$ cat config.mk
export PLATFORM = sky130hd
export DESIGN_NAME = wildcard_glob_matcher_flat
export DESIGN_NICKNAME = d
export VERILOG_FILES = /design/src/design/wgm_pkg.sv /design/src/design/wgm_req_if.sv /design/src/design/wgm_res_if.sv /design/src/design/wgm_fifo.sv /design/src/design/wgm_front.sv /design/src/design/wgm_back.sv /design/src/design/wildcard_glob_matcher.sv /design/src/flat_wrapper.sv
export VERILOG_INCLUDE_DIRS = /design/src /design/src/design
export SDC_FILE = /design/constraint.sdc
export NUM_CORES = 1
export LEC_CHECK = 0
export ABC_AREA = 0
export BUFFER_PORTS_ARGS = -buffer_cell sky130_fd_sc_hd__buf_2
export CAP_MARGIN = 20
export CORE_UTILIZATION = 30
export DETAILED_ROUTE_END_ITERATION = 12
export HOLD_SLACK_MARGIN = 0.03
export PLACE_DENSITY = 0.44
export SYNTH_ARGS = -nofsm -noshare
export SYNTH_HDL_FRONTEND = slang
export SYNTH_SLANG_ARGS = --single-unit
$ cat constraint.sdc
create_clock -name i_clk -period 9.8 [get_ports i_clk]
set_clock_uncertainty 0.1 [all_clocks]
set_input_delay 0.49 -clock i_clk [delete_from_list [all_inputs] [get_ports i_clk]]
set_output_delay 0.49 -clock i_clk [all_outputs]
set_load 0.05 [all_outputs]
$ cat src/design/assert_macros.svh
// ----------------------------------------------------------------------------
// Assertion macros shared by the matcher modules.
// Each use expands to one labeled concurrent assertion on i_clk.
// ----------------------------------------------------------------------------
`ifndef ASSERT_MACROS_SVH
`define ASSERT_MACROS_SVH

// check on every edge outside reset
`define WGM_ASSERT(label, prop, msg) \
    label: assert property (@(posedge i_clk) disable iff (!i_rst_n) prop) \
        else $error(msg);

// check the cycle after a reset edge
`define WGM_ASSERT_RST(label, prop, msg) \
    label: assert property (@(posedge i_clk) !i_rst_n |=> prop) \
        else $error(msg);

`endif

$ cat src/design/wgm_pkg.sv
// ----------------------------------------------------------------------------
// wgm_pkg
// Types and constants shared by the wildcard matcher modules.
// ----------------------------------------------------------------------------
package wgm_pkg;

    localparam int CHAR_BITS         = 8;
    localparam int PATTERN_DEPTH_DEF = 32;

    localparam logic [CHAR_BITS-1:0] STAR_CODE  = 8'd42;
    localparam logic [CHAR_BITS-1:0] QMARK_CODE = 8'd63;

    // req_type codes
    localparam logic REQ_PATTERN = 1'b0;
    localparam logic REQ_NAME    = 1'b1;

    // one classified word, front to back
    typedef struct packed {
        logic                 is_name;
        logic                 new_seq;
        logic                 char_valid;
        logic                 final_char;
        logic [CHAR_BITS-1:0] char_code;
    } t_cmd;

endpackage

$ cat src/design/wgm_req_if.sv
// ----------------------------------------------------------------------------
// wgm_req_if
// Request channel: pattern and name characters with valid/ready.
// ----------------------------------------------------------------------------
interface wgm_req_if;
    logic                          valid;
    logic                          ready;
    logic                          req_type;
    logic [wgm_pkg::CHAR_BITS-1:0] char_code;
    logic                          char_valid;
    logic                          final_char;

    modport source (output valid, req_type, char_code, char_valid, final_char,
                    input ready);
    modport sink   (input valid, req_type, char_code, char_valid, final_char,
                    output ready);
endinterface

$ cat src/design/wgm_res_if.sv
// ----------------------------------------------------------------------------
// wgm_res_if
// Result channel: match verdict per completed name with valid/ready.
// ----------------------------------------------------------------------------
interface wgm_res_if;
    logic valid;
    logic ready;
    logic matched;
    logic pattern_overflow;

    modport source (output valid, matched, pattern_overflow, input ready);
    modport sink   (input valid, matched, pattern_overflow, output ready);
endinterface

$ cat src/design/wgm_fifo.sv
// ----------------------------------------------------------------------------
// wgm_fifo
// Two-slot command queue between the front and back of the matcher.
// ----------------------------------------------------------------------------
module wgm_fifo (
    input  logic          i_clk,
    input  logic          i_rst_n,
    input  logic          i_push,
    input  wgm_pkg::t_cmd i_cmd,
    output logic          o_full,
    output logic          o_valid,
    output wgm_pkg::t_cmd o_cmd,
    input  logic          i_pop
);

    wgm_pkg::t_cmd r_slot0, n_slot0;
    wgm_pkg::t_cmd r_slot1, n_slot1;
    logic [1:0]    r_count, n_count;

    assign o_full  = (r_count == 2'd2);
    assign o_valid = (r_count != 2'd0);
    assign o_cmd   = r_slot0;

    always_comb begin
        n_slot0 = r_slot0;
        n_slot1 = r_slot1;
        n_count = r_count;
        unique case ({i_push, i_pop})
            2'b11: begin
                if (r_count == 2'd1) begin
                    n_slot0 = i_cmd;
                end else begin
                    n_slot0 = r_slot1;
                    n_slot1 = i_cmd;
                end
            end
            2'b10: begin
                if (r_count == 2'd0) begin
                    n_slot0 = i_cmd;
                end else begin
                    n_slot1 = i_cmd;
                end
                n_count = r_count + 2'd1;
            end
            2'b01: begin
                n_slot0 = r_slot1;
                n_count = r_count - 2'd1;
            end
            default: begin
            end
        endcase
    end

    always_ff @(posedge i_clk) begin
        r_slot0 <= n_slot0;
        r_slot1 <= n_slot1;
    end

    always_ff @(posedge i_clk) begin
        if (!i_rst_n) begin
            r_count <= 2'd0;
        end else begin
            r_count <= n_count;
        end
    end

endmodule

$ cat src/design/wgm_front.sv
// ----------------------------------------------------------------------------
// wgm_front
// Accepts request words and tags each one as the start or continuation of a
// pattern or a name.
// ----------------------------------------------------------------------------
module wgm_front (
    input  logic          i_clk,
    input  logic          i_rst_n,
    wgm_req_if.sink       i_req,
    input  logic          i_full,
    output logic          o_push,
    output wgm_pkg::t_cmd o_cmd
);

    logic r_pat_open,  n_pat_open;
    logic r_name_open, n_name_open;
    logic is_name;

    assign i_req.ready = !i_full;
    assign o_push      = i_req.valid && !i_full;
    assign is_name     = (i_req.req_type == wgm_pkg::REQ_NAME);

    always_comb begin
        o_cmd.is_name    = is_name;
        o_cmd.new_seq    = is_name ? !r_name_open : !r_pat_open;
        o_cmd.char_valid = i_req.char_valid;
        o_cmd.final_char = i_req.final_char;
        o_cmd.char_code  = i_req.char_code;
    end

    always_comb begin
        n_pat_open  = r_pat_open;
        n_name_open = r_name_open;
        if (o_push) begin
            // a pattern word drops any open name; a name word closes the pattern
            if (is_name) begin
                n_pat_open  = 1'b0;
                n_name_open = !i_req.final_char;
            end else begin
                n_pat_open  = !i_req.final_char;
                n_name_open = 1'b0;
            end
        end
    end

    always_ff @(posedge i_clk) begin
        if (!i_rst_n) begin
            r_pat_open  <= 1'b0;
            r_name_open <= 1'b0;
        end else begin
            r_pat_open  <= n_pat_open;
            r_name_open <= n_name_open;
        end
    end

endmodule

$ cat src/design/wgm_back.sv
// ----------------------------------------------------------------------------
// wgm_back
// Holds the pattern and the set of live positions, executes one queued
// word per cycle unless a verdict waits, registers each name's verdict.
// ----------------------------------------------------------------------------
`include "assert_macros.svh"

module wgm_back #(
    parameter int PATTERN_DEPTH = wgm_pkg::PATTERN_DEPTH_DEF
) (
    input  logic          i_clk,
    input  logic          i_rst_n,
    input  logic          i_valid,
    input  wgm_pkg::t_cmd i_cmd,
    output logic          o_pop,
    wgm_res_if.source     o_res
);

    localparam int LW = $clog2(PATTERN_DEPTH + 1);
    localparam int IW = $clog2(PATTERN_DEPTH);
    localparam int PW = PATTERN_DEPTH + 1;

    logic [wgm_pkg::CHAR_BITS-1:0] r_char [PATTERN_DEPTH];

    logic [LW-1:0]            r_len,    n_len;
    logic [PW-1:0]            r_len_oh, n_len_oh;
    logic [PATTERN_DEPTH-1:0] r_mask,   n_mask;
    logic                     r_ovf,    n_ovf;
    logic [PW-1:0]            r_start,  n_start;
    logic [PW-1:0]            r_active, n_active;
    logic                     r_out_valid, n_out_valid;
    logic                     r_matched,   n_matched;
    logic                     r_povf,      n_povf;

    logic                     emits;
    logic                     wr_en;
    logic                     room;
    logic                     c_star;
    logic [PATTERN_DEPTH-1:0] is_star;
    logic [PATTERN_DEPTH-1:0] is_hit;
    logic [PW-1:0]            base_act;
    logic [PW-1:0]            stay;
    logic [PW-1:0]            adv;
    logic [PW-1:0]            raw;
    logic [PW-1:0]            closed;
    logic [PW-1:0]            stepped;
    logic                     hit;
    logic [LW-1:0]            len_b;
    logic [PW-1:0]            oh_b;
    logic [PATTERN_DEPTH-1:0] mask_b;
    logic [PW-1:0]            start_b;
    logic                     ovf_b;

    assign emits = i_cmd.is_name && i_cmd.final_char;
    // hold a final name word while a verdict still waits downstream
    assign o_pop = i_valid && (!emits || !r_out_valid || o_res.ready);

    assign o_res.valid            = r_out_valid;
    assign o_res.matched          = r_matched;
    assign o_res.pattern_overflow = r_povf;

    // ---- name step: advance every live position on one character ----
    assign base_act = i_cmd.new_seq ? r_start : r_active;

    always_comb begin
        stay = '0;
        adv  = '0;
        for (int i = 0; i < PATTERN_DEPTH; i++) begin
            is_star[i] = r_mask[i] && (r_char[i] == wgm_pkg::STAR_CODE);
            is_hit[i]  = (r_char[i] == wgm_pkg::QMARK_CODE)
                      || (r_char[i] == i_cmd.char_code);
            if (base_act[i] && r_mask[i]) begin
                if (is_star[i]) begin
                    stay[i] = 1'b1;
                end else if (is_hit[i]) begin
                    adv[i + 1] = 1'b1;
                end
            end
        end
    end

    assign raw = stay | adv;

    // let a live position in front of a star also light the next one
    always_comb begin
        closed[0] = raw[0];
        for (int i = 0; i < PATTERN_DEPTH; i++) begin
            closed[i + 1] = raw[i + 1] || (closed[i] && is_star[i]);
        end
    end

    assign stepped = i_cmd.char_valid ? closed : base_act;
    assign hit     = (|(stepped & r_len_oh)) && !r_ovf;

    // ---- pattern load ----
    assign len_b   = i_cmd.new_seq ? '0 : r_len;
    assign oh_b    = i_cmd.new_seq ? PW'(1) : r_len_oh;
    assign mask_b  = i_cmd.new_seq ? '0 : r_mask;
    assign start_b = i_cmd.new_seq ? PW'(1) : r_start;
    assign ovf_b   = i_cmd.new_seq ? 1'b0 : r_ovf;
    assign room    = (len_b != LW'(PATTERN_DEPTH));
    assign c_star  = (i_cmd.char_code == wgm_pkg::STAR_CODE);
    assign wr_en   = o_pop && !i_cmd.is_name && i_cmd.char_valid && room;

    always_comb begin
        n_len       = r_len;
        n_len_oh    = r_len_oh;
        n_mask      = r_mask;
        n_ovf       = r_ovf;
        n_start     = r_start;
        n_active    = r_active;
        n_out_valid = r_out_valid && !o_res.ready;
        n_matched   = r_matched;
        n_povf      = r_povf;
        if (o_pop) begin
            if (i_cmd.is_name) begin
                if (i_cmd.final_char) begin
                    n_out_valid = 1'b1;
                    n_matched   = hit;
                    n_povf      = r_ovf;
                    n_active    = r_start;
                end else begin
                    n_active    = stepped;
                end
            end else begin
                n_len    = len_b;
                n_len_oh = oh_b;
                n_mask   = mask_b;
                n_ovf    = ovf_b;
                n_start  = start_b;
                if (i_cmd.char_valid) begin
                    if (room) begin
                        n_len    = len_b + LW'(1);
                        n_len_oh = oh_b << 1;
                        n_mask   = mask_b | oh_b[PATTERN_DEPTH-1:0];
                        // leading stars extend the start set
                        if (c_star) begin
                            n_start = start_b | ((start_b & oh_b) << 1);
                        end
                    end else begin
                        n_ovf = 1'b1;
                    end
                end
                n_active = n_start;
            end
        end
    end

    always_ff @(posedge i_clk) begin
        if (wr_en) begin
            r_char[len_b[IW-1:0]] <= i_cmd.char_code;
        end
        r_matched <= n_matched;
        r_povf    <= n_povf;
    end

    always_ff @(posedge i_clk) begin
        if (!i_rst_n) begin
            r_len       <= '0;
            r_len_oh    <= PW'(1);
            r_mask      <= '0;
            r_ovf       <= 1'b0;
            r_start     <= PW'(1);
            r_active    <= PW'(1);
            r_out_valid <= 1'b0;
        end else begin
            r_len       <= n_len;
            r_len_oh    <= n_len_oh;
            r_mask      <= n_mask;
            r_ovf       <= n_ovf;
            r_start     <= n_start;
            r_active    <= n_active;
            r_out_valid <= n_out_valid;
        end
    end

    `WGM_ASSERT(a_ovf_full, r_ovf |-> (r_len == LW'(PATTERN_DEPTH)), "overflow below capacity")
    `WGM_ASSERT(a_len_oh, r_len_oh[r_len] && $onehot(r_len_oh), "length marker out of step")
    `WGM_ASSERT(a_emit, (o_pop && emits) |=> r_out_valid, "finished name gave no verdict")
    `WGM_ASSERT_RST(a_rst, (r_len == '0) && (r_active == PW'(1)) && !r_out_valid, "bad reset state")

endmodule

$ cat src/design/wildcard_glob_matcher.sv
// ----------------------------------------------------------------------------
// wildcard_glob_matcher
// Glob matcher with a stored pattern: '*' any run, '?' one character.
// ----------------------------------------------------------------------------
// Usage:
//   i_req carries words: req_type selects pattern (load) or name (match),
//   char_valid=0 carries no character, final_char closes the pattern or name.
//   Load a pattern one character per word, then stream names one character
//   per word. o_res gives one word per finished name: matched, and
//   pattern_overflow when the pattern ran past PATTERN_DEPTH characters
//   (matched is then 0).
// Throughput: one word per cycle on i_req unless a held verdict stalls it,
//   set by the front-to-back queue and the back end, which updates all
//   pattern positions at once.
// Path: a final name word passes the queue, then the match stage register.
// Reset: empty pattern, no open pattern or name; an empty pattern matches
//   only an empty name.
// Stall: the verdict holds in the output register while o_res.ready is low;
//   a following final name word waits at the queue head, other words keep
//   moving, and once the two-slot queue fills i_req.ready drops.
// ----------------------------------------------------------------------------
module wildcard_glob_matcher #(
    parameter int PATTERN_DEPTH = wgm_pkg::PATTERN_DEPTH_DEF
) (
    input  logic      i_clk,
    input  logic      i_rst_n,
    wgm_req_if.sink   i_req,
    wgm_res_if.source o_res
);

    wgm_pkg::t_cmd push_cmd;
    wgm_pkg::t_cmd head_cmd;
    logic          push;
    logic          full;
    logic          head_valid;
    logic          pop;

    wgm_front u_front (
        .i_clk   (i_clk),
        .i_rst_n (i_rst_n),
        .i_req   (i_req),
        .i_full  (full),
        .o_push  (push),
        .o_cmd   (push_cmd)
    );

    wgm_fifo u_fifo (
        .i_clk   (i_clk),
        .i_rst_n (i_rst_n),
        .i_push  (push),
        .i_cmd   (push_cmd),
        .o_full  (full),
        .o_valid (head_valid),
        .o_cmd   (head_cmd),
        .i_pop   (pop)
    );

    wgm_back #(
        .PATTERN_DEPTH (PATTERN_DEPTH)
    ) u_back (
        .i_clk   (i_clk),
        .i_rst_n (i_rst_n),
        .i_valid (head_valid),
        .i_cmd   (head_cmd),
        .o_pop   (pop),
        .o_res   (o_res)
    );

endmodule
$ cat src/flat_wrapper.sv
// flat-port wrapper written by rule: the top's interface ports become plain ports
module wildcard_glob_matcher_flat 
#(
    parameter int PATTERN_DEPTH = wgm_pkg::PATTERN_DEPTH_DEF
)
  (i_clk, i_rst_n, i_req_valid, i_req_req_type, i_req_char_code, i_req_char_valid, i_req_final_char, i_req_ready, o_res_valid, o_res_matched, o_res_pattern_overflow, o_res_ready);
  wgm_req_if i_req_i ();
  wgm_res_if o_res_i ();
  input  logic i_clk;
  input  logic i_rst_n;
  input wire logic [$bits(i_req_i.valid)-1:0] i_req_valid;
  input wire logic [$bits(i_req_i.req_type)-1:0] i_req_req_type;
  input wire logic [$bits(i_req_i.char_code)-1:0] i_req_char_code;
  input wire logic [$bits(i_req_i.char_valid)-1:0] i_req_char_valid;
  input wire logic [$bits(i_req_i.final_char)-1:0] i_req_final_char;
  output wire logic [$bits(i_req_i.ready)-1:0] i_req_ready;
  output wire logic [$bits(o_res_i.valid)-1:0] o_res_valid;
  output wire logic [$bits(o_res_i.matched)-1:0] o_res_matched;
  output wire logic [$bits(o_res_i.pattern_overflow)-1:0] o_res_pattern_overflow;
  input wire logic [$bits(o_res_i.ready)-1:0] o_res_ready;
  assign i_req_i.valid = i_req_valid;
  assign i_req_i.req_type = i_req_req_type;
  assign i_req_i.char_code = i_req_char_code;
  assign i_req_i.char_valid = i_req_char_valid;
  assign i_req_i.final_char = i_req_final_char;
  assign i_req_ready = i_req_i.ready;
  assign o_res_valid = o_res_i.valid;
  assign o_res_matched = o_res_i.matched;
  assign o_res_pattern_overflow = o_res_i.pattern_overflow;
  assign o_res_i.ready = o_res_ready;
  wildcard_glob_matcher #(.PATTERN_DEPTH(PATTERN_DEPTH)) u_core (.i_clk(i_clk), .i_rst_n(i_rst_n), .i_req(i_req_i), .o_res(o_res_i));
endmodule
==> results_dict.tcl <==
set metrics [dict create \
    status "finished clean" \
    dieArea_sq_mm 0.0729 \
    antenna_cells 0 \
    clkLatencyLatePin_ns 0.61 \
    drtIter0Drc 1333 \
    cts_tree "done" \
    relSlewSlack 0.349 \
    setup-tns-final_ns 0 \
    clock_sinks 425 \
    cts_max_path_buffers 3 \
    drive_above_1_share 0.101 \
    worstRegToRegCells 14 \
    cp_cell_sequence "buf_4, mux2_2, nand2_1, a31oi_1, a221oi_1, nand2_1, nor2_1, a21oi_4, o211ai_1, o2111ai_1, nor3_1, nand3_1, a311oi_1, a41oi_1" \
    postCtsSetupBuffers 0 \
    fin_crit_sh 0.520 \
    crit_fanout 24 \
    grt_use_total 0.185 \
    hold_buffers 10 \
    clk_pin_slew_ns 0.06 \
    crit_start "u_core.u_fifo.o_cmd[10]" \
    initial_core_util 0.306 \
    maxCapViolCount 0 \
    crit_family "compound AO/OA/AOI/OAI gates" \
    reg2reg_to "u_core.u_back.o_res.matched" \
    ys_seq_elements 425 \
    dpl.hpwl_mm 45.4 \
    crit_path_frequent_cell "nand2_1" \
    drc 0 \
    finalNonFillerCells 3003 \
    grt_pass1_vias 16132 \
    netlist_instances 2009 \
    nets 2047 \
    rows 97 \
    synth_fp_nets 2034 \
    overflow 0 \
    final-hold-violation-count 0 \
    path_buf_inv 1 \
    max_stage_delay_ns 0.90 \
    fmax_ghz 0.196 \
    p_leak_nw 7.51 \
    synth-edff-count 282 \
    cts.htree.levels 2 \
    critical_path_required_ns 10.05 \
    p_sw_frac 0.362 \
    finalCriticalPeriod_ns 5.10 \
    hold_class "input port to flip-flop" \
    timing.rr.start "u_core.u_fifo.o_cmd[10]" \
    critPathCapture "u_core.u_back.o_res.matched" \
    die_w_um 270 \
    p_int_w 0.00392 \
    cts_buffers 50 \
    worstSetupEndpointType "flip-flop" \
    peakVddDrop_mv 0.137 \
    fillers 6949 \
    dp.cells 2900 \
    setup_viol 0 \
    vias_per_cell 5.44 \
    die_y_um 270 \
    antenna_left 0 \
    yosysWarningCount 0 \
    grt_pass1_wl_mm 103 \
    cp-start-kind "flip-flop" \
    drt_wl_total_mm 68.8 \
    place_congestion 0.874 \
    cts-resized-gates 0 \
    first_pass_iters 7 \
    async_flop_share 0 \
    r2r_setup_slack_ns 4.70 \
    crit_type "flip-flop to flip-flop" \
    seqPwrFrac 0.366 \
    root_buffer "clkbuf_16" \
    ys_seq_area_frac 0.526 \
    crit_path_top_delay_cell "edfxtp_1" \
    fp.coreArea_sq_mm 0.0705 \
    avgSynthCellArea_sq_um 10.7 \
    antenna_found_initial 0 \
    arrival_ns 5.34 \
    p_per_area_mw_per_mm2 252 \
    vias 16351 \
    pin_count 19 \
    port_buffers 18 \
    power_frac_comb 0.327 \
    crit_cells 14 \
    wl_per_cell_um 22.9 \
    area_delta_synth_final_pct 13.1 \
    power_frac_clock 0.307 \
    rsz0062_at_grt "false" \
    drv_slew 0 \
    syn_area_sq_mm 0.0215 \
    synth.distinct_cells 99 \
    p_switching_w 0.00223 \
    grt_max_degree 66 \
    worst_slew_pin_slew_ns 0.966 \
    ys.flop_type "edfxtp_1" \
]
-- per-stage QoR --
stage	setup WS (ns)	total power, W	util	hold slack (ns)	cell area, sq um
floorplan	5.98	0.00366	-	0.331	21500
global placement	4.90	0.00429	0.321	0.353	22600
detailed placement	4.77	0.00431	0.321	0.356	22600
CTS	4.76	0.00622	0.346	0.0590	24400
global route	4.37	0.00643	0.346	0.0875	24400
finish	4.70	0.00615	0.346	0.0913	24400
-- cells in the mapped netlist (10+ instances only) --
cell / n / area [sq um]
a21o_1: 10 / 75.1
a21oi_1: 145 / 726
a221oi_1: 34 / 298
a22o_1: 11 / 96.3
a22oi_1: 36 / 270
a31oi_1: 28 / 175
and2_1: 21 / 131
and3_1: 41 / 257
buf_2: 22 / 110
buf_4: 13 / 97.6
clkbuf_1: 54 / 203
dfxtp_1: 143 / 2860
edfxtp_1: 282 / 8470
ha_1: 10 / 125
inv_1: 26 / 97.6
mux2_2: 26 / 293
mux2i_1: 30 / 300
nand2_1: 156 / 586
nand3_1: 81 / 405
nand4_1: 71 / 444
nor2_1: 162 / 608
nor2b_1: 11 / 68.8
nor3_1: 29 / 145
nor4_1: 15 / 93.8
nor4b_1: 21 / 184
o211ai_1: 17 / 128
o21ai_0: 58 / 290
xnor2_1: 234 / 2050
xor2_1: 26 / 228
-- cell type report --
cell class	instances	area, sq um	area share
clock buffer	66	1350	0.0554
clock inverter	27	312	0.0128
inverter	27	104	0.00426
multi-input combinational	1454	9630	0.395
sequential	425	11300	0.465
tap	940	1180	0.0482
timing repair buffer	64	477	0.0196
-- layout by cell type (no fill, tap or decap), drive strengths merged, types with 7 or more instances in the layout --
cell type and n:
a21oi 147, a22o 11, nor2b 11, clkinv 22, a21o 11, nor3 29
mux2i 30, clkbuf 66, a221oi 34, edfxtp 282, nand4 71, nand2 156
or2 7, nand3 82, nor4b 22, o211ai 18, or4 10, a22oi 36
xnor2 234, nand2b 7, and3 45, o21ai 62, and2 22, xor2 26
a31oi 29, nor4 17, inv 27, nor2 162, ha 10, mux2 26
a41oi 8, dfxtp 143, dlygate4sd3 10, buf 54, o2111ai 9, o22ai 9
-- power by group through the flow --
stage	Clock (W)	Combinational, W	Sequential [W]
4_1_cts	0.00194	0.00203	0.00225
5_1_grt	0.00200	0.00217	0.00226
2_1_floorplan	0	0.00132	0.00235
3_3_place_gp	0	0.00201	0.00229
6_report	0.00189	0.00201	0.00225
3_5_place_dp	0	0.00202	0.00229
-- sequential cells by signal, summed over array words and instances, names as in the netlist, 2 cells and up --
register	count
u_core.u_back.r_active	33
u_core.u_fifo.o_cmd	12
u_core.u_back.r_start	33
u_core.u_back.r_mask	32
u_core.u_back.r_len	6
u_core.u_back.r_char	256
u_core.u_fifo.r_slot1	12
u_core.u_back.r_len_oh	33
u_core.u_fifo.r_count	2
-- layer usage --
layer / share of wire / global-route usage / vias up
li1: - / - / 7595
met1: 0.48 / 0.263 / 8258
met2: 0.45 / 0.294 / 402
met3: 0.048 / 0.0229 / 96
met4: 0.023 / 0.0511 / 0
met5: 0 / 0 / -
-- worst min path at each step --
stage,from,end,slack (ns),cells past startpoint
final,i_req_req_type,u_core.u_fifo.r_slot1[11],0.09,1
after global routing,i_req_req_type,u_core.u_fifo.r_slot1[11],0.09,1
after CTS,i_req_req_type,u_core.u_fifo.r_slot1[11],0.06,1
after detailed placement,u_core.u_back.r_len_oh[32],u_core.u_back.r_len_oh[32],0.36,2
after global placement,u_core.u_back.r_len_oh[32],u_core.u_back.r_len_oh[32],0.35,2
after floorplan,u_core.u_back.r_ovf,u_core.u_back.o_res.pattern_overflow,0.33,0
-- logic make-up (layout without fill, tap and decap cells) --
family / after synthesis / count (layout) / share of synthesized area
AOI/OAI and AO/OA: 446 / 446 / 0.141
xor gates and xnor gates: 260 / 260 / 0.106
muxes: 56 / 56 / 0.0275
and+or+nand+nor: 682 / 682 / 0.165
buffers and inverters: 130 / 184 / 0.0291
adders and majority gates: 10 / 10 / 0.00581
DFF: 425 / 425 / 0.526
No activity file was read; power rests on OpenSTA's default activity.
